$ cat src/hdl/isotrn_pkg.sv
// Shared types, constants and helper functions of the ISO 8583 trace number extractor.
package isotrn_pkg;

    // Parse phases of one message
    typedef enum logic [2:0] {
        PH_HEADER = 3'd0,
        PH_BITMAP = 3'd1,
        PH_LEN    = 3'd2,
        PH_SKIP   = 3'd3,
        PH_DIGITS = 3'd4,
        PH_DONE   = 3'd5
    } t_phase;

    // One input item
    typedef struct packed {
        logic [7:0] data_byte;
        logic       first_byte;
    } t_item;

    // Result of one parse step
    typedef struct packed {
        logic        valid;
        logic [19:0] trace_number;
    } t_result;

    // Outcome of the search for the next present field
    typedef struct packed {
        logic       found;
        logic [3:0] idx;
    } t_find;

    localparam int unsigned ADDR_W = 3;
    localparam logic        REG_HEADER_LENGTH = 1'b0;
    localparam logic [7:0]  HEADER_LEN_RESET  = 8'd4;
    localparam logic [7:0]  BITMAP_BYTES      = 8'd8;
    localparam logic [7:0]  LEN_DIGITS        = 8'd2;
    localparam logic [2:0]  TRACE_DIGITS      = 3'd6;
    localparam logic [3:0]  FIRST_FIELD       = 4'd1;
    localparam logic [3:0]  LAST_FIELD        = 4'd10;
    localparam logic [3:0]  LLVAR_FIELD       = 4'd2;
    localparam logic [3:0]  TRACE_FIELD       = 4'd11;
    localparam logic [7:0]  ASCII_ZERO        = 8'h30;
    localparam logic [7:0]  ASCII_NINE        = 8'h39;

    // Fixed byte length of each field before the trace number
    function automatic logic [6:0] field_skip_len(input logic [3:0] idx);
        logic [6:0] len;
        case (idx)
            4'd1:    len = 7'd8;
            4'd3:    len = 7'd6;
            4'd4:    len = 7'd12;
            4'd5:    len = 7'd12;
            4'd6:    len = 7'd12;
            4'd7:    len = 7'd10;
            4'd8:    len = 7'd8;
            4'd9:    len = 7'd8;
            4'd10:   len = 7'd8;
            default: len = 7'd0;
        endcase
        return len;
    endfunction

    // Lowest present field at or above start, up to field 10; bit 15 of the bitmap is field 1
    function automatic t_find find_field(input logic [15:0] bm, input logic [3:0] start);
        t_find f;
        f.found = 1'b0;
        f.idx   = TRACE_FIELD;
        for (int i = 10; i >= 1; i--) begin
            if (4'(i) >= start && bm[16 - i]) begin
                f.found = 1'b1;
                f.idx   = 4'(i);
            end
        end
        return f;
    endfunction

endpackage

$ cat src/hdl/isotrn_parser.sv
// Per-byte parse state and its update on each processed byte.
module isotrn_parser (
    input  logic                i_clk,
    input  logic                i_rst_n,
    input  logic                i_step,
    input  isotrn_pkg::t_item   i_item,
    input  logic [7:0]          i_header_length,
    output isotrn_pkg::t_result o_result
);
    import isotrn_pkg::*;

    t_phase      r_phase,  n_phase;
    logic [7:0]  r_count,  n_count;
    logic [15:0] r_bitmap, n_bitmap;
    logic [3:0]  r_field,  n_field;
    logic [6:0]  r_skip,   n_skip;
    logic [6:0]  r_len,    n_len;
    logic [2:0]  r_pos,    n_pos;
    logic [19:0] r_trace,  n_trace;
    logic        r_ended,  n_ended;

    logic        is_digit;
    logic [3:0]  digit;
    logic [3:0]  adv_start;
    logic        do_adv;
    t_find       adv;
    logic [9:0]  len_x10;
    logic [23:0] trace_x10;

    assign is_digit = (i_item.data_byte >= ASCII_ZERO) && (i_item.data_byte <= ASCII_NINE);
    assign digit    = 4'(i_item.data_byte - ASCII_ZERO);

    // Compute the state after one byte
    always_comb begin
        n_phase  = r_phase;
        n_count  = r_count;
        n_bitmap = r_bitmap;
        n_field  = r_field;
        n_skip   = r_skip;
        n_len    = r_len;
        n_pos    = r_pos;
        n_trace  = r_trace;
        n_ended  = r_ended;
        do_adv   = 1'b0;
        o_result = '0;

        // Restart on the first byte of a message
        if (i_item.first_byte) begin
            n_phase  = PH_HEADER;
            n_count  = '0;
            n_bitmap = '0;
            n_field  = FIRST_FIELD;
            n_skip   = '0;
            n_len    = '0;
            n_pos    = '0;
            n_trace  = '0;
            n_ended  = 1'b0;
        end

        // Leave the header once enough bytes are counted
        if (n_phase == PH_HEADER && n_count >= i_header_length) begin
            n_phase = PH_BITMAP;
            n_count = '0;
        end

        adv_start = (n_phase == PH_BITMAP) ? FIRST_FIELD : n_field + 4'd1;
        adv       = find_field(n_bitmap, adv_start);
        len_x10   = {n_len, 3'b000} + {2'b00, n_len, 1'b0};
        trace_x10 = {1'b0, n_trace, 3'b000} + {3'b000, n_trace, 1'b0};

        case (n_phase)
            PH_HEADER: begin
                n_count = n_count + 8'd1;
            end
            PH_BITMAP: begin
                if (n_count == 8'd0) begin
                    n_bitmap[15:8] = i_item.data_byte;
                end else if (n_count == 8'd1) begin
                    n_bitmap[7:0] = i_item.data_byte;
                end
                n_count = n_count + 8'd1;
                if (n_count >= BITMAP_BYTES) begin
                    do_adv = 1'b1;
                end
            end
            PH_LEN: begin
                if (!n_ended && is_digit) begin
                    n_len = 7'(len_x10 + {6'd0, digit});
                end else begin
                    n_ended = 1'b1;
                end
                n_count = n_count + 8'd1;
                if (n_count >= LEN_DIGITS) begin
                    n_ended = 1'b0;
                    if (n_len == 7'd0) begin
                        do_adv = 1'b1;
                    end else begin
                        n_phase = PH_SKIP;
                        n_skip  = n_len;
                    end
                end
            end
            PH_SKIP: begin
                if (n_skip != 7'd0) begin
                    n_skip = n_skip - 7'd1;
                end
                if (n_skip == 7'd0) begin
                    do_adv = 1'b1;
                end
            end
            PH_DIGITS: begin
                if (!n_ended && is_digit) begin
                    n_trace = 20'(trace_x10 + {20'd0, digit});
                end else begin
                    n_ended = 1'b1;
                end
                n_pos = n_pos + 3'd1;
                if (n_pos >= TRACE_DIGITS) begin
                    n_phase               = PH_DONE;
                    o_result.valid        = i_step;
                    o_result.trace_number = n_trace;
                end
            end
            default: begin
            end
        endcase

        // Move on to the next present field, or to the trace digits
        if (do_adv) begin
            n_field = adv.idx;
            if (adv.found) begin
                if (adv.idx == LLVAR_FIELD) begin
                    n_phase = PH_LEN;
                    n_count = '0;
                    n_len   = '0;
                    n_ended = 1'b0;
                end else begin
                    n_phase = PH_SKIP;
                    n_skip  = field_skip_len(adv.idx);
                end
            end else begin
                n_phase = PH_DIGITS;
                n_pos   = '0;
                n_trace = '0;
                n_ended = 1'b0;
            end
        end
    end

    // Advance the parse state on each processed item
    always_ff @(posedge i_clk) begin
        if (!i_rst_n) begin
            r_phase  <= PH_HEADER;
            r_count  <= '0;
            r_bitmap <= '0;
            r_field  <= FIRST_FIELD;
            r_skip   <= '0;
            r_len    <= '0;
            r_pos    <= '0;
            r_trace  <= '0;
            r_ended  <= 1'b0;
        end else if (i_step) begin
            r_phase  <= n_phase;
            r_count  <= n_count;
            r_bitmap <= n_bitmap;
            r_field  <= n_field;
            r_skip   <= n_skip;
            r_len    <= n_len;
            r_pos    <= n_pos;
            r_trace  <= n_trace;
            r_ended  <= n_ended;
        end
    end

endmodule

$ cat src/hdl/iso8583_trace_number_extractor.sv
// Top level: input register, parser, result register and register port.
//
//  channel | direction | handshake                  | payload
//  --------+-----------+----------------------------+-----------------------------
//  input   | in        | i_in_valid / o_in_stall    | i_data_byte, i_first_byte
//  result  | out       | o_out_valid / i_out_stall  | o_trace_number
//  config  | in        | psel/penable/pwrite/pready | paddr, pwdata, prdata
//
// One item per cycle unless a held result stalls: an accepted item is held in the
// input register, and the parser updates its state from it and loads the result
// register, so the sixth trace byte passes the input register, then its result the result register.
// Reset (synchronous, active low) clears the parse state, the valid flags and
// sets header_length to 4. A stall on a held result keeps the result register
// and, once the input register is full, stalls the input side.
module iso8583_trace_number_extractor (
    input  logic                          i_clk,
    input  logic                          i_rst_n,
    input  logic                          i_in_valid,
    output logic                          o_in_stall,
    input  logic [7:0]                    i_data_byte,
    input  logic                          i_first_byte,
    output logic                          o_out_valid,
    input  logic                          i_out_stall,
    output logic [19:0]                   o_trace_number,
    input  logic                          psel,
    input  logic                          penable,
    input  logic                          pwrite,
    input  logic [isotrn_pkg::ADDR_W-1:0] paddr,
    input  logic [31:0]                   pwdata,
    output logic [31:0]                   prdata,
    output logic                          pready
);
    import isotrn_pkg::*;

    logic        r_in_valid;
    t_item       r_in_item;
    logic        r_out_valid;
    logic [19:0] r_out_trace;
    logic [7:0]  r_header_length;
    logic        move;
    logic        step;
    logic        reg_sel;
    t_result     result;

    // Advance the pipeline unless a held result blocks it
    assign move       = !(r_out_valid && i_out_stall);
    assign step       = r_in_valid && move;
    assign o_in_stall = r_in_valid && !move;

    // Capture input items
    always_ff @(posedge i_clk) begin
        if (!i_rst_n) begin
            r_in_valid <= 1'b0;
        end else if (!o_in_stall) begin
            r_in_valid <= i_in_valid;
        end
    end

    always_ff @(posedge i_clk) begin
        if (!o_in_stall && i_in_valid) begin
            r_in_item.data_byte  <= i_data_byte;
            r_in_item.first_byte <= i_first_byte;
        end
    end

    isotrn_parser u_parser (
        .i_clk           (i_clk),
        .i_rst_n         (i_rst_n),
        .i_step          (step),
        .i_item          (r_in_item),
        .i_header_length (r_header_length),
        .o_result        (result)
    );

    // Hold the result until taken
    always_ff @(posedge i_clk) begin
        if (!i_rst_n) begin
            r_out_valid <= 1'b0;
        end else if (move) begin
            r_out_valid <= result.valid;
        end
    end

    always_ff @(posedge i_clk) begin
        if (move && result.valid) begin
            r_out_trace <= result.trace_number;
        end
    end

    assign o_out_valid    = r_out_valid;
    assign o_trace_number = r_out_trace;

    // Register port: header_length at address 0
    assign reg_sel = (paddr[2] == REG_HEADER_LENGTH);
    assign pready  = 1'b1;
    assign prdata  = reg_sel ? {24'd0, r_header_length} : 32'd0;

    always_ff @(posedge i_clk) begin
        if (!i_rst_n) begin
            r_header_length <= HEADER_LEN_RESET;
        end else if (psel && penable && pwrite && pready && reg_sel) begin
            r_header_length <= pwdata[7:0];
        end
    end

    // The input side stalls only behind a held result
    a_stall_cause: assert property (@(posedge i_clk) disable iff (!i_rst_n)
        o_in_stall |-> (r_out_valid && i_out_stall))
        else $error("input stalled without a held result");

    // A new result comes only from a processed item
    a_result_source: assert property (@(posedge i_clk) disable iff (!i_rst_n)
        $rose(r_out_valid) |-> $past(r_in_valid))
        else $error("result appeared without a processed item");

    // Six decimal digits never exceed 999999
    a_trace_range: assert property (@(posedge i_clk) disable iff (!i_rst_n)
        r_out_valid |-> (r_out_trace <= 20'd999999))
        else $error("trace number out of range");

endmodule

$ cat config.mk
export PLATFORM = sky130hd
export DESIGN_NAME = iso8583_trace_number_extractor
export DESIGN_NICKNAME = d
export VERILOG_FILES = /design/src/hdl/isotrn_pkg.sv /design/src/hdl/isotrn_parser.sv /design/src/hdl/iso8583_trace_number_extractor.sv
export SDC_FILE = /design/constraint.sdc
export NUM_CORES = 1
export LEC_CHECK = 0
export BUFFER_PORTS_ARGS = -buffer_cell sky130_fd_sc_hd__buf_2
export CAP_MARGIN = 10
export CORE_MARGIN = 4
export CORE_UTILIZATION = 45
export CTS_CLUSTER_SIZE = 30
export DETAILED_ROUTE_END_ITERATION = 16
export GPL_TIMING_DRIVEN = 0
export PLACE_DENSITY = 0.65
export SYNTH_ARGS = -nofsm -noshare
export SYNTH_HDL_FRONTEND = slang
export SYNTH_SLANG_ARGS = --single-unit
$ cat constraint.sdc
create_clock -name i_clk -period 10.9 [get_ports i_clk]
set_clock_uncertainty 0.05 [all_clocks]
set_input_delay 1.635 -clock i_clk [delete_from_list [all_inputs] [get_ports i_clk]]
set_output_delay 1.635 -clock i_clk [all_outputs]
set_load 0.02 [all_outputs]
After elaboration in Yosys (flattened, before gate mapping):

Memory sizes are Yosys's and may differ from the RTL's.
Cells that the tools add are included.

* memories: 1
* flip-flop bits (word level): 108
* output and inout bits: 55
* memory bits (read-only): 48

* mux-type cells: 73
* reductions and logical operators: 32
* $add $sub $neg: 9
* eq/ne operators: 6
* bitwise gates (word level): 1
* magnitude comparators: 16

Memory list
* (name not given): words 16, bits a word 3, read ports 1, clocked after memory_dff 0, wr ports 0, RTL line isotrn_pkg.sv:48 `case (idx)`

Operator list (number)
* 2-to-1 mux 7 bit: 15
* 2-to-1 mux 20 bit: 5
* 2-to-1 mux 8 bit: 10
* 2-to-1 mux 5 bit: 10
* 2-to-1 mux 21 bit: 2
* 2-to-1 mux 3 bit: 11
* 2-to-1 mux 16 bit: 2
* logical AND 1 bit: 21
* adder 20 bit: 1
* adder 20 x 4 -> 20 bit: 1
* greater-or-equal comparator 3 x 4 -> 1 bit (first input constant): 4
* zero test 7 bit: 2
* one-hot mux 7 bit (2 select lines): 1
* greater-or-equal comparator 4 bit (first input constant): 3
* 2-to-1 mux 4 bit: 3
* 2-to-1 mux 1 bit: 11
* adder 8 x 1 -> 8 bit (second input constant): 1
* equality test 8 x 1 -> 1 bit (second input constant): 1
* greater-or-equal comparator 2 x 4 -> 1 bit (first input constant): 2
* greater-or-equal comparator 8 x 2 -> 1 bit (second input constant): 1
* greater-or-equal comparator 8 x 4 -> 1 bit (second input constant): 1
* greater-or-equal comparator 8 x 6 -> 1 bit (second input constant): 1
* greater-or-equal comparator 8 bit: 1
* <= comparator 8 x 6 -> 1 bit (second input constant): 1
* 22 further kinds: 26

Logic depth before layout (Yosys ltp):

Gate-level depths: netlist of the first run.

* word-level depth: 22
* depth in mapped cells: 27
* gate-level depth less buffers: 20

By module:

From an unflattened synthesis of the first run, not the netlist that was laid out.

* cells, all modules: 958
* area total of the unflattened synthesis: 7798.7 um2

By module, submodules not included
* isotrn_parser: cells an instance 849, seq. area each 1261.2 um2, area an instance 6239.7 um2, times used 1
* iso8583_trace_number_extractor: cells an instance 109, seq. area each 1071.0 um2, area an instance 1559.0 um2, times used 1

Worst setup path before layout of the first run:

Ideal clock, no wire load.

* path kind: register to register
* start point: reg r_in_item[0] (netlist bit)
* end point: reg u_parser.r_skip[2]
* stages on the path, launching flop included: 26
* setup time: 0.063 ns
* clock period less this slack: 5.646 ns
* path slack: 5.254 ns
* arrival time: 5.534 ns
* cell sequence: edfxtp_1 -> buf_2 -> clkbuf_1 -> clkbuf_1 -> clkbuf_1 -> clkbuf_1 -> nor2b_1 -> ha_1 -> a211o_1 -> o221a_1 -> o221a_2 -> buf_2 -> nor2_1 -> and2_1 -> ha_1 -> nand4b_1 -> or3_1 -> nand4_1 -> a211oi_1 -> o21bai_1 -> a21oi_1 -> o21ai_1 -> buf_2 -> o211ai_1 -> or4_1 -> nand3_1

* cells in the longest elaborated chain, start to end: 22

RTL lines
* from (decl): RTL line iso8583_trace_number_extractor.sv:36 `t_item r_in_item;`
* 2-to-1 mux 8 bit / 2-to-1 mux 3 bit (equally long branches): RTL line isotrn_parser.sv:48 `if (i_item.first_byte) begin`
* greater-or-equal comparator 8 bit / zero test 3 bit (equally long branches): RTL line isotrn_parser.sv:61 `if (n_phase == PH_HEADER && n_count >= i_header_length) begin`
* logical AND 1 bit: RTL line isotrn_parser.sv:61
* 2-to-1 mux 3 bit: RTL line isotrn_parser.sv:61
* equality test 3 x 1 -> 1 bit: RTL line isotrn_parser.sv:66, isotrn_parser.sv:71
* 2-to-1 mux 4 bit: RTL line isotrn_parser.sv:66 `adv_start = (n_phase == PH_BITMAP) ? FIRST_FIELD : n_field + 4'd1;`
* greater-or-equal comparator 4 bit: RTL line isotrn_pkg.sv:69 `if (4'(i) >= start && bm[16 - i]) begin`
* logical AND 1 bit: RTL line isotrn_pkg.sv:69
* 2-to-1 mux 5 bit (10 in a row): RTL line isotrn_pkg.sv:69
* memory read (16 x 3 bit) / equality test 4 x 2 -> 1 bit (equally long branches)
* 2-to-1 mux 7 bit: RTL line isotrn_parser.sv:132 `if (adv.idx == LLVAR_FIELD) begin`
* 2-to-1 mux 7 bit: RTL line isotrn_parser.sv:131 `if (adv.found) begin`
* 2-to-1 mux 7 bit (*): RTL line isotrn_parser.sv:129 `if (do_adv) begin`
* to (signal assigned): RTL line isotrn_parser.sv:167 `r_skip <= n_skip;`
* to (decl): RTL line isotrn_parser.sv:16 `logic [6:0] r_skip, n_skip;`

Every way passes the cells marked *; elsewhere a longest branch is shown, timed or not. The select of a mux whose other input is x is not followed.
A chain may end at the register's enable or synchronous reset.

Final worst setup path of the first run:

* start point: reg r_in_item[0] (netlist bit)
* end point: reg u_parser.r_len[2]

* cells in the longest elaborated chain, start to end: 22

RTL lines
* 2-to-1 mux 8 bit / 2-to-1 mux 3 bit (equally long branches): RTL line isotrn_parser.sv:48
* greater-or-equal comparator 8 bit / zero test 3 bit (equally long branches): RTL line isotrn_parser.sv:61
* logical AND 1 bit: RTL line isotrn_parser.sv:61
* 2-to-1 mux 3 bit: RTL line isotrn_parser.sv:61
* equality test 3 x 1 -> 1 bit: RTL line isotrn_parser.sv:66, isotrn_parser.sv:71
* 2-to-1 mux 4 bit: RTL line isotrn_parser.sv:66
* greater-or-equal comparator 4 bit: RTL line isotrn_pkg.sv:69
* logical AND 1 bit: RTL line isotrn_pkg.sv:69
* 2-to-1 mux 5 bit (10 in a row): RTL line isotrn_pkg.sv:69
* equality test 4 x 2 -> 1 bit: RTL line isotrn_parser.sv:132
* 2-to-1 mux 7 bit: RTL line isotrn_parser.sv:132
* 2-to-1 mux 7 bit: RTL line isotrn_parser.sv:131
* 2-to-1 mux 7 bit (*): RTL line isotrn_parser.sv:129
* to (signal assigned): RTL line isotrn_parser.sv:168 `r_len <= n_len;`
* to (decl): RTL line isotrn_parser.sv:17 `logic [6:0] r_len, n_len;`

Marks and branches as above.

==> results of run 1 <==
## registers in the layout, summed over array words and instances (netlist names)
name / flops
o_out_valid: 1
o_trace_number: 20
r_header_length: 8
r_in_item: 9
r_in_valid: 1
u_parser.r_bitmap: 10
u_parser.r_count: 8
u_parser.r_ended: 1
u_parser.r_field: 4
u_parser.r_len: 7
u_parser.r_phase: 3
u_parser.r_pos: 3
u_parser.r_skip: 7
u_parser.r_trace: 20
## kinds of logic (layout without fill, tap and decap cells)
| group | after synthesis | count (layout) |
|---|---|---|
| other | 2 | 25 |
| buffers and inverters | 106 | 176 |
| multiplexers | 10 | 10 |
| flip-flops | 102 | 102 |
| AND/OR/NAND/NOR | 417 | 417 |
| adder cells (fa/ha/maj) | 63 | 63 |
| XOR/XNOR | 32 | 32 |
| AO/OA/AOI/OAI | 246 | 246 |
## per-stage QoR
stage          power, µW  hold WS (ns)  area (µm²)  instances
6_report             788         0.398        8500       1291
3_5_place_dp         487         0.389        8220       1275
4_1_cts              791         0.398        8490       1291
5_1_grt              816         0.413        8500       1291
2_1_floorplan        459         0.375        7650       1001
3_3_place_gp         486         0.384        8190       1274
## Yosys cell counts, types with 5 or more instances
cell,n
nand2_1,159
a21oi_1,91
nor2_1,85
dfxtp_1,73
ha_1,59
nand3_1,46
o21ai_0,45
clkbuf_1,40
nor2b_1,38
inv_1,30
edfxtp_1,29
buf_4,26
xnor2_1,22
nor3_1,21
a22oi_1,16
nand2b_1,13
o22ai_1,12
xor2_1,10
and3_1,9
a31oi_1,8
nand4_1,8
o211ai_1,8
a211oi_1,7
a21o_1,7
and2_1,7
mux2i_1,7
nor4_1,6
buf_2,5
nand4b_1,5
## path summary, 6_finish.rpt
path                                                       start                                to  slack (ns)  cells past startpoint
worst max register to register            r_in_item[0]$_DFFE_PP_    u_parser.r_len[2]$_SDFFE_PN0P_        2.90                     25
worst min-delay path            u_parser.r_trace[4]$_SDFFE_PN0P_  u_parser.r_trace[4]$_SDFFE_PN0P_        0.40                      2
worst max-delay path                      r_in_item[0]$_DFFE_PP_    u_parser.r_len[2]$_SDFFE_PN0P_        2.90                     25
worst min register to register  u_parser.r_trace[4]$_SDFFE_PN0P_  u_parser.r_trace[4]$_SDFFE_PN0P_        0.40                      2
## final cells by class
class / count / area share
flip-flops and latches: 102 / 0.274
well taps: 220 / 0.0324
plain buffers: 74 / 0.0449
clock buffers: 15 / 0.0315
multi-input cells: 793 / 0.568
inverters: 32 / 0.0141
repair buffers: 54 / 0.0345
clock inverters: 1 / 0.000589
## metal layers
layer / global-route usage / vias up / share of wire
met1: 0.347 / 3443 / 0.47
met4: 0.0687 / 0 / 0.014
met5: 0 / - / 0
met3: 0.0292 / 26 / 0.074
li1: - / 3610 / -
met2: 0.353 / 288 / 0.44
## report_power, final
part	switching [µW]	internal, µW	total, µW	leakage (µW)
combinational	56.8	24.0	80.8	0.00250
sequential	6.67	393	400	0.000910
clock	140	168	308	0.000134
total	204	585	788	0.00354
## tightest hold or removal path, stage by stage (launching register included)
cell and delay, ns:
dfxtp_1 0.31, nand2_1 0.05, a21oi_1 0.05
==> impl_metrics.ini, run 1 <==
[status]
status = completed

[finish]
seq_area_um2 = 2330
multiInputGateArea_um2 = 4820
final_common_cell = nand2_1
post-route-util = 0.514
area_growth_pct = 12.4
layout_common_cells = nand2_1 (159), a21oi_1 (91), nor2_1 (84)
final_nets = 1180
antenna_cells = 0
fillers = 1626
drive_gt1_frac = 0.106

[placed_design]
place_hpwl_mm = 16.3
place.gp.congestion = 0.989
place_ws_ns = 3.15
portBuffers = 53

[critical_path]
setup.worst_path.class = flop to flop
slowest_stage = clkbuf_1
crit_path_max_incr_delay_ns = 0.64
endpoint_kind = flop
arrival_ns = 8.22
required_ns = 11.13
worst_setup_path_start_kind = flop
cp_max_fo = 10
cp_top_family = buffers and inverters
cpMostUsedCell = clkbuf_1
worst-path-buf-inv = 7

[run]
cap_viol_max_count = 0

[clock_tree]
cts-root-buf = clkbuf_16
htree_levels = 3
numCtsBuffers = 9
clkTransAtPathRegs_ns = 0.07
cts_resized = 0
clkLatencyLatePin_ns = 0.35
postCtsSetupRepairBufs = 0
clock_sinks = 102
cts_tree = built
clock_path_buffers = 2
cts_hold_buf = 0

[global_routing]
grt_max_degree = 17
globalRouteOverflowTotal = 0
track_usage = 0.234
grt_pass1_wl_mm = 35.0
grt_pass1_vias = 6515
antenna_found_initial = 0

[floorplan]
io_pins = 106
coreArea_um2 = 16500
die_area_um2 = 18900
initial_utilization = 0.458
rows = 47
fp.dieH_um = 138
fp.dieW_um = 138

[sta]
layout_setup_ws_ns = 2.90
finalHoldViolCount = 0
worst_pin_slew_ns = 0.878
setup-violations-final = 0
max_freq_mhz = 125
relSlewSlack = 0.414
fin_setup_tns_ns = 0
rsz0062_at_grt = no
finalCritPeriodShare = 0.734
maxSlewViolCount = 0
post-route-min-period_ns = 8.00

[power]
p_per_area_nw_per_um2 = 92.8
leakage_uw = 0.00354
vdd_drop_max_v = 0.0000631

[yosys]
yosysWarningCount = 0
post_synth.cell_area_avg_um2 = 7.73
syn-cell-area_um2 = 7560
ys_seq_area_frac = 0.308
synth_fa_ha_area_frac = 0.108
synth_top_area_frac = 0.193
synth.ff_latch_count = 102
yosys.area.top_type = dfxtp_1
synth_cell_types = 71
synth_top_family_by_area = simple AND/OR/NAND/NOR gates
ys.flop_type = dfxtp_1
ys_top_cells_by_area = dfxtp_1 (19%), edfxtp_1 (12%), ha_1 (9.8%), nand2_1 (7.9%), a21oi_1 (6.0%)
yosys.area_share.xor_xnor = 0.0371
synthArstFlopShare = 0
synth-edff-count = 29
synthMuxAreaShare = 0.0137
synth-simple-area-share = 0.259
synthCells = 978
synth-compound-area-share = 0.206

[detailed_routing]
wl_mm = 21.9
drtIter0Drc = 726
drt_pre_antenna_iters = 5
postRouteAntennaNets = 0
viasPerCell = 5.71
route.vias.total = 7367
avgRoutedWirePerCell_um = 17.0
drc = 0

[worst_hold_path]
hold_path_class = flop to flop
Note: power is estimated with default switching activity, not from simulation.
==> run 2: changes to the inputs <==
Settings changed: ABC_AREA set to 1, PLACE_DENSITY 0.65 to not set.
Clock period 10.9 ns to 7.7 ns, I/O delays scaled along.
==> run 2 against run 1 <==
  * Total power rose by 73%
  * Fmax rose by 29%
  * Sequential power rose by 46%
  * Setup slack got worse by 1.4 ns
  * Routed wire length rose by 2.7%
  * Register-to-register slack got worse by 1.4 ns
  * Critical endpoint is now u_parser.r_trace[16]$_SDFFE_PN0P_
  * Largest cell class unchanged
  * Combinational power rose to 3.8 times the previous value
  * Sequential share of layout area fell by 1.2 points
  * Synthesized area rose by 5.0%
==> impl_metrics.ini, run 2 <==
[yosys]
yosys.cell_count.top_type = nand2_1
synthCells = 1166
ys_top_cells_by_area = dfxtp_1 (18%), nand2_1 (13%), edfxtp_1 (11%), ha_1 (9.3%), inv_1 (7.4%)
synth_common_cells = nand2_1 (270), inv_1 (156), a21oi_1 (106)
post_synth.cell_area_avg_um2 = 6.81
syn-cell-area_um2 = 7940
synth_cell_types = 50
yosys.area.top_type = dfxtp_1
ys.flop_type = dfxtp_1
yosysWarningCount = 0
synth.ff_latch_count = 102
synth-edff-count = 29
synth_top_area_frac = 0.184
synthArstFlopShare = 0
ys_seq_area_frac = 0.294

[detailed_routing]
avgRoutedWirePerCell_um = 15.2
viasPerCell = 5.13
drc = 0
wl_met3_mm = 1.53
highest_layer = met4
wl_mm = 22.5
drtIter0Drc = 557
wl_met1_mm = 10.7
postRouteAntennaNets = 0
wl_met2_mm = 9.74
route.vias.total = 7613
drt_pre_antenna_iters = 8

[sta]
layout_setup_ws_ns = 1.48
finalCritPeriodShare = 0.807
worst_pin_slew_ns = 0.856
maxSlewViolCount = 0
finalHoldViolCount = 0
max_freq_mhz = 161
holdWs_ns = 0.417
relSlewSlack = 0.426
fin_setup_tns_ns = 0
rsz0062_at_grt = no
setup-violations-final = 0
post-route-min-period_ns = 6.22

[clock_tree]
postCtsSetupRepairBufs = 0
cts_resized = 0
cts-root-buf = clkbuf_16
clock_sinks = 102
numCtsBuffers = 9
clkLatencyLatePin_ns = 0.36
cts_tree = built
cts_hold_buf = 0
clkTransAtPathRegs_ns = 0.07
clock_path_buffers = 2
htree_levels = 3

[power]
vdd_drop_max_v = 0.000109
p_per_area_nw_per_um2 = 154
leakage_uw = 0.00420

[floorplan]
initial_utilization = 0.459
coreArea_um2 = 17300
die_area_um2 = 19800
fp.dieW_um = 141
rows = 48
fp.dieH_um = 141
io_pins = 106

[critical_path]
cpMostUsedCell = nand2_1
required_ns = 7.93
worst_setup_path_start_kind = flop
crit_path_max_incr_delay_ns = 0.60
setup.worst_path.class = flop to flop
slowest_stage = buf_1
cp_top_family = buffers and inverters
cp_max_fo = 10
endpoint_kind = flop
worst-path-buf-inv = 6
arrival_ns = 6.45

[finish]
seq_area_um2 = 2330
multiInputGateArea_um2 = 4670
final_nets = 1368
fillers = 1821
antenna_cells = 0
final_common_cell = nand2_1
final_cells = 1484
area_growth_pct = 11.9
fin_area_um2 = 8880
drive_gt1_frac = 0.129
layout_common_cells = nand2_1 (270), inv_1 (156), a21oi_1 (106)

[global_routing]
grt_pass1_wl_mm = 36.2
grt_pass1_vias = 7017
grt_max_degree = 17
track_usage = 0.229
antenna_found_initial = 0
globalRouteOverflowTotal = 0

[run]
cap_viol_max_count = 0

[status]
status = completed

[placed_design]
place.gp.congestion = 0.939
placedInstanceArea_um2 = 8590
place_ws_ns = 1.61
place_hpwl_mm = 17.2
dp_cells = 1468
portBuffers = 53

[worst_hold_path]
hold_path_class = flop to flop
[run 2: cell types whose count changed after synthesis, sizes merged, moves of 14 or more]
cell and delta:
a21oi +25, a22oi -15, inv +135, nand2 +121, nor2 +25, nor2b -38, o211ai +17, o21ai +62
xnor2 -14
[run 2: path summary, 6_finish.rpt]
| path | cells past startpoint | from | slack (ns) | end |
|---|---|---|---|---|
| worst max-delay path | 25 | r_in_item[0]$_DFFE_PP_ | 1.48 | u_parser.r_trace[16]$_SDFFE_PN0P_ |
| worst min-delay path | 2 | u_parser.r_trace[17]$_SDFFE_PN0P_ | 0.42 | u_parser.r_trace[17]$_SDFFE_PN0P_ |
| worst max register to register | 25 | r_in_item[0]$_DFFE_PP_ | 1.48 | u_parser.r_trace[16]$_SDFFE_PN0P_ |
| worst min register to register | 2 | u_parser.r_trace[17]$_SDFFE_PN0P_ | 0.42 | u_parser.r_trace[17]$_SDFFE_PN0P_ |
[run 2: logic make-up after synthesis]
| family | count (synthesis) | synth area share |
|---|---|---|
| xor+xnor | 18 | 0.0199 |
| fa+ha+maj | 63 | 0.103 |
| mux | 1 | 0.00126 |
| compound gates | 271 | 0.195 |
| other cells | 2 | 0.000946 |
| flops | 102 | 0.294 |
| simple gates | 472 | 0.258 |
| buf+inv | 237 | 0.128 |
[run 2: layer usage]
| layer | up-vias | track usage |
|---|---|---|
| met3 | 40 | 0.0366 |
| met5 | - | 0 |
| li1 | 3938 | - |
| met1 | 3397 | 0.325 |
| met4 | 0 | 0.0790 |
| met2 | 238 | 0.353 |
[run 2: cell type report]
class                   instances  share of cell area
clock inverters                 5             0.00662
flip-flops and latches        102               0.263
well taps                     225              0.0317
multi-input cells             850               0.526
inverters                     165              0.0698
repair buffers                 54              0.0316
plain buffers                  72              0.0450
clock buffers                  11              0.0262
[run 2: power breakdown]
| part | internal [µW] | switching [µW] | total (µW) |
|---|---|---|---|
| clock network | 254 | 218 | 472 |
| logic | 98.4 | 213 | 311 |
| registers | 571 | 12.8 | 584 |
[run 2: stage by stage]
stage | util | power (µW)
6_report | 0.513 | 1370
5_1_grt | 0.513 | 1440
4_1_cts | 0.513 | 1370
3_5_place_dp | 0.496 | 902
3_3_place_gp | 0.495 | 900
2_1_floorplan | - | 823
[run 2: tightest hold or removal path, stage by stage, from the launching register on]
cell and delay [ns]:
dfxtp_1 0.31, nand2_1 0.06, a21oi_1 0.05
==> run 3: changes to the inputs <==
Settings changed: PLACE_DENSITY set to 0.67.
Clock period 7.7 ns to 5.7 ns, I/O delays scaled along.
==> run 3 against run 2 <==
  * Final area down 0.13%
  * Fmax up 20%
  * Highest routed layer unchanged
  * Total power up 31%
  * Critical path depth down 1
  * Core utilization down 0.065 points
  * Routed wire length down 3.5%
  * Final cell count about the same
  * Non-clock buffer count down 1
  * Sequential power up 35%
  * Register-to-register slack worse by 0.96 ns
  * Combinational power up 34%
  * Via count up 0.62%
==> impl_metrics.ini, run 3 (synthesis results as in run 2) <==
[status]
status = completed

[floorplan]
die_area_um2 = 19800
rows = 48
initial_utilization = 0.459
fp.dieW_um = 141
coreArea_um2 = 17300
io_pins = 106
fp.dieH_um = 141

[finish]
antenna_cells = 0
drive_gt1_frac = 0.130
final_nets = 1367
area_growth_pct = 11.7
final_common_cell = nand2_1
layout_common_cells = nand2_1 (270), inv_1 (156), a21oi_1 (106)
final_cells = 1483

[global_routing]
grt_pass1_vias = 7033
track_usage = 0.218
globalRouteOverflowTotal = 0
grt_pass1_wl_mm = 35.2
antenna_found_initial = 0
grt_max_degree = 18

[detailed_routing]
avgRoutedWirePerCell_um = 14.6
wl_mm = 21.7
drt_pre_antenna_iters = 5
viasPerCell = 5.17
postRouteAntennaNets = 0
drtIter0Drc = 528
route.vias.total = 7660
drc = 0

[power]
combinationalPowerShare = 0.232
p_per_area_nw_per_um2 = 202
power_uw = 1790
leakage_uw = 0.00421
p_int_uw = 1210
p_sw_uw = 581
pwr-share-seq = 0.441
vdd_drop_max_v = 0.000204
swShare = 0.324
clkPwrFrac = 0.326

[clock_tree]
numCtsBuffers = 9
cts_tree = built
cts-root-buf = clkbuf_16
htree_levels = 3
cts_hold_buf = 0
clkLatencyLatePin_ns = 0.36
clock_sinks = 102
clock_path_buffers = 2
clkTransAtPathRegs_ns = 0.07

[critical_path]
rrSetupSlack_ns = 0.52
setup.worst_path.class = flop to flop
worst_setup_path_start_kind = flop
required_ns = 5.94
cp_top_family = buffers and inverters
crit_chain = inv_2, buf_2, clkbuf_2, clkbuf_2, nand2_1, inv_1, fa_1, fa_1, a21oi_1, o21ai_0, nand2_1, nand2_1, nand2_1, nand2_1, a21oi_1, o21ai_0, a21boi_0, xor2_1, nand2_1, o21ai_0, nand2_1, nand2_1, nand2_1, a21oi_1
slowest_stage = edfxtp_1
cpMostUsedCell = nand2_1
crit_path_max_incr_delay_ns = 0.52
endpoint_kind = flop
arrival_ns = 5.41
rr_worst_depth = 24
worst-path-buf-inv = 5
worstSetupPathDepth = 24
cp_max_fo = 19

[sta]
setup-violations-final = 0
post-route-min-period_ns = 5.18
finalCritPeriodShare = 0.909
max_freq_mhz = 193
fin_setup_tns_ns = 0
maxSlewViolCount = 0
finalHoldViolCount = 0
layout_setup_ws_ns = 0.521
relSlewSlack = 0.498
rsz0062_at_grt = no
worst_pin_slew_ns = 0.754

[worst_hold_path]
hold_path_class = flop to flop
hold_depth = 2

[placed_design]
place_ws_ns = -0.146
portBuffers = 53
place_hpwl_mm = 16.7
dp_cells = 1468
place.gp.congestion = 0.939

[run]
cap_viol_max_count = 0
run 3: path summary, 6_finish.rpt:
path,startpoint,to
setup / recovery,r_in_item[0]$_DFFE_PP_,u_parser.r_trace[16]$_SDFFE_PN0P_
hold / removal,u_parser.r_field[1]$_SDFFE_PN0P_,u_parser.r_field[1]$_SDFFE_PN0P_
setup reg to reg,r_in_item[0]$_DFFE_PP_,u_parser.r_trace[16]$_SDFFE_PN0P_
hold reg to reg,u_parser.r_field[1]$_SDFFE_PN0P_,u_parser.r_field[1]$_SDFFE_PN0P_
run 3: worst register-to-register path: cells and delay by family (launching register included):
family / cells / cell delay (ns)
buffers and inverters: 5 / 1.42
AO/OA/AOI/OAI: 7 / 1.19
adder cells (fa/ha/maj): 2 / 0.96
AND/OR/NAND/NOR: 9 / 0.75
flip-flops: 1 / 0.52
XOR/XNOR: 1 / 0.20
run 3: repair_timing:
action                                  in CTS  in global routing
hold endpoints to repair                     0                  0
resized for setup                            1                  1
endpoints found under the setup margin       4                 28
buffers inserted                             0                  0
run 3: stage by stage:
stage,util,instance area (µm²),hold WS [ns]
final,0.513,8870,0.416
after global routing,0.513,8870,0.429
after CTS,0.513,8870,0.418
after detailed placement,0.497,8600,0.407
after global placement,0.495,8570,0.403
after floorplan,-,8020,0.395
run 3: layout make-up:
class / instances / area, µm²
plain buffers: 71 / 398
clock buffers: 11 / 243
clock inverters: 5 / 26.3
fillers: 1787 / 8430
inverters: 165 / 619
multi-input cells: 850 / 4670
flip-flops and latches: 102 / 2330
well taps: 225 / 282
repair buffers: 54 / 293
run 3: power by group through the flow:
stage,combinational [µW],clock [µW],sequential (µW)
floorplan,313,0,799
global placement,404,0,805
detailed placement,408,0,806
CTS,411,599,789
global route,466,621,792
finish,416,584,790
run 3: routing by layer:
layer  vias up  wire (µm)  GRT usage
met4         0        454     0.0576
met5         -          0          0
li1       3933          -          -
met1      3432      10300      0.301
met2       255       9510      0.351
met3        40       1470     0.0417
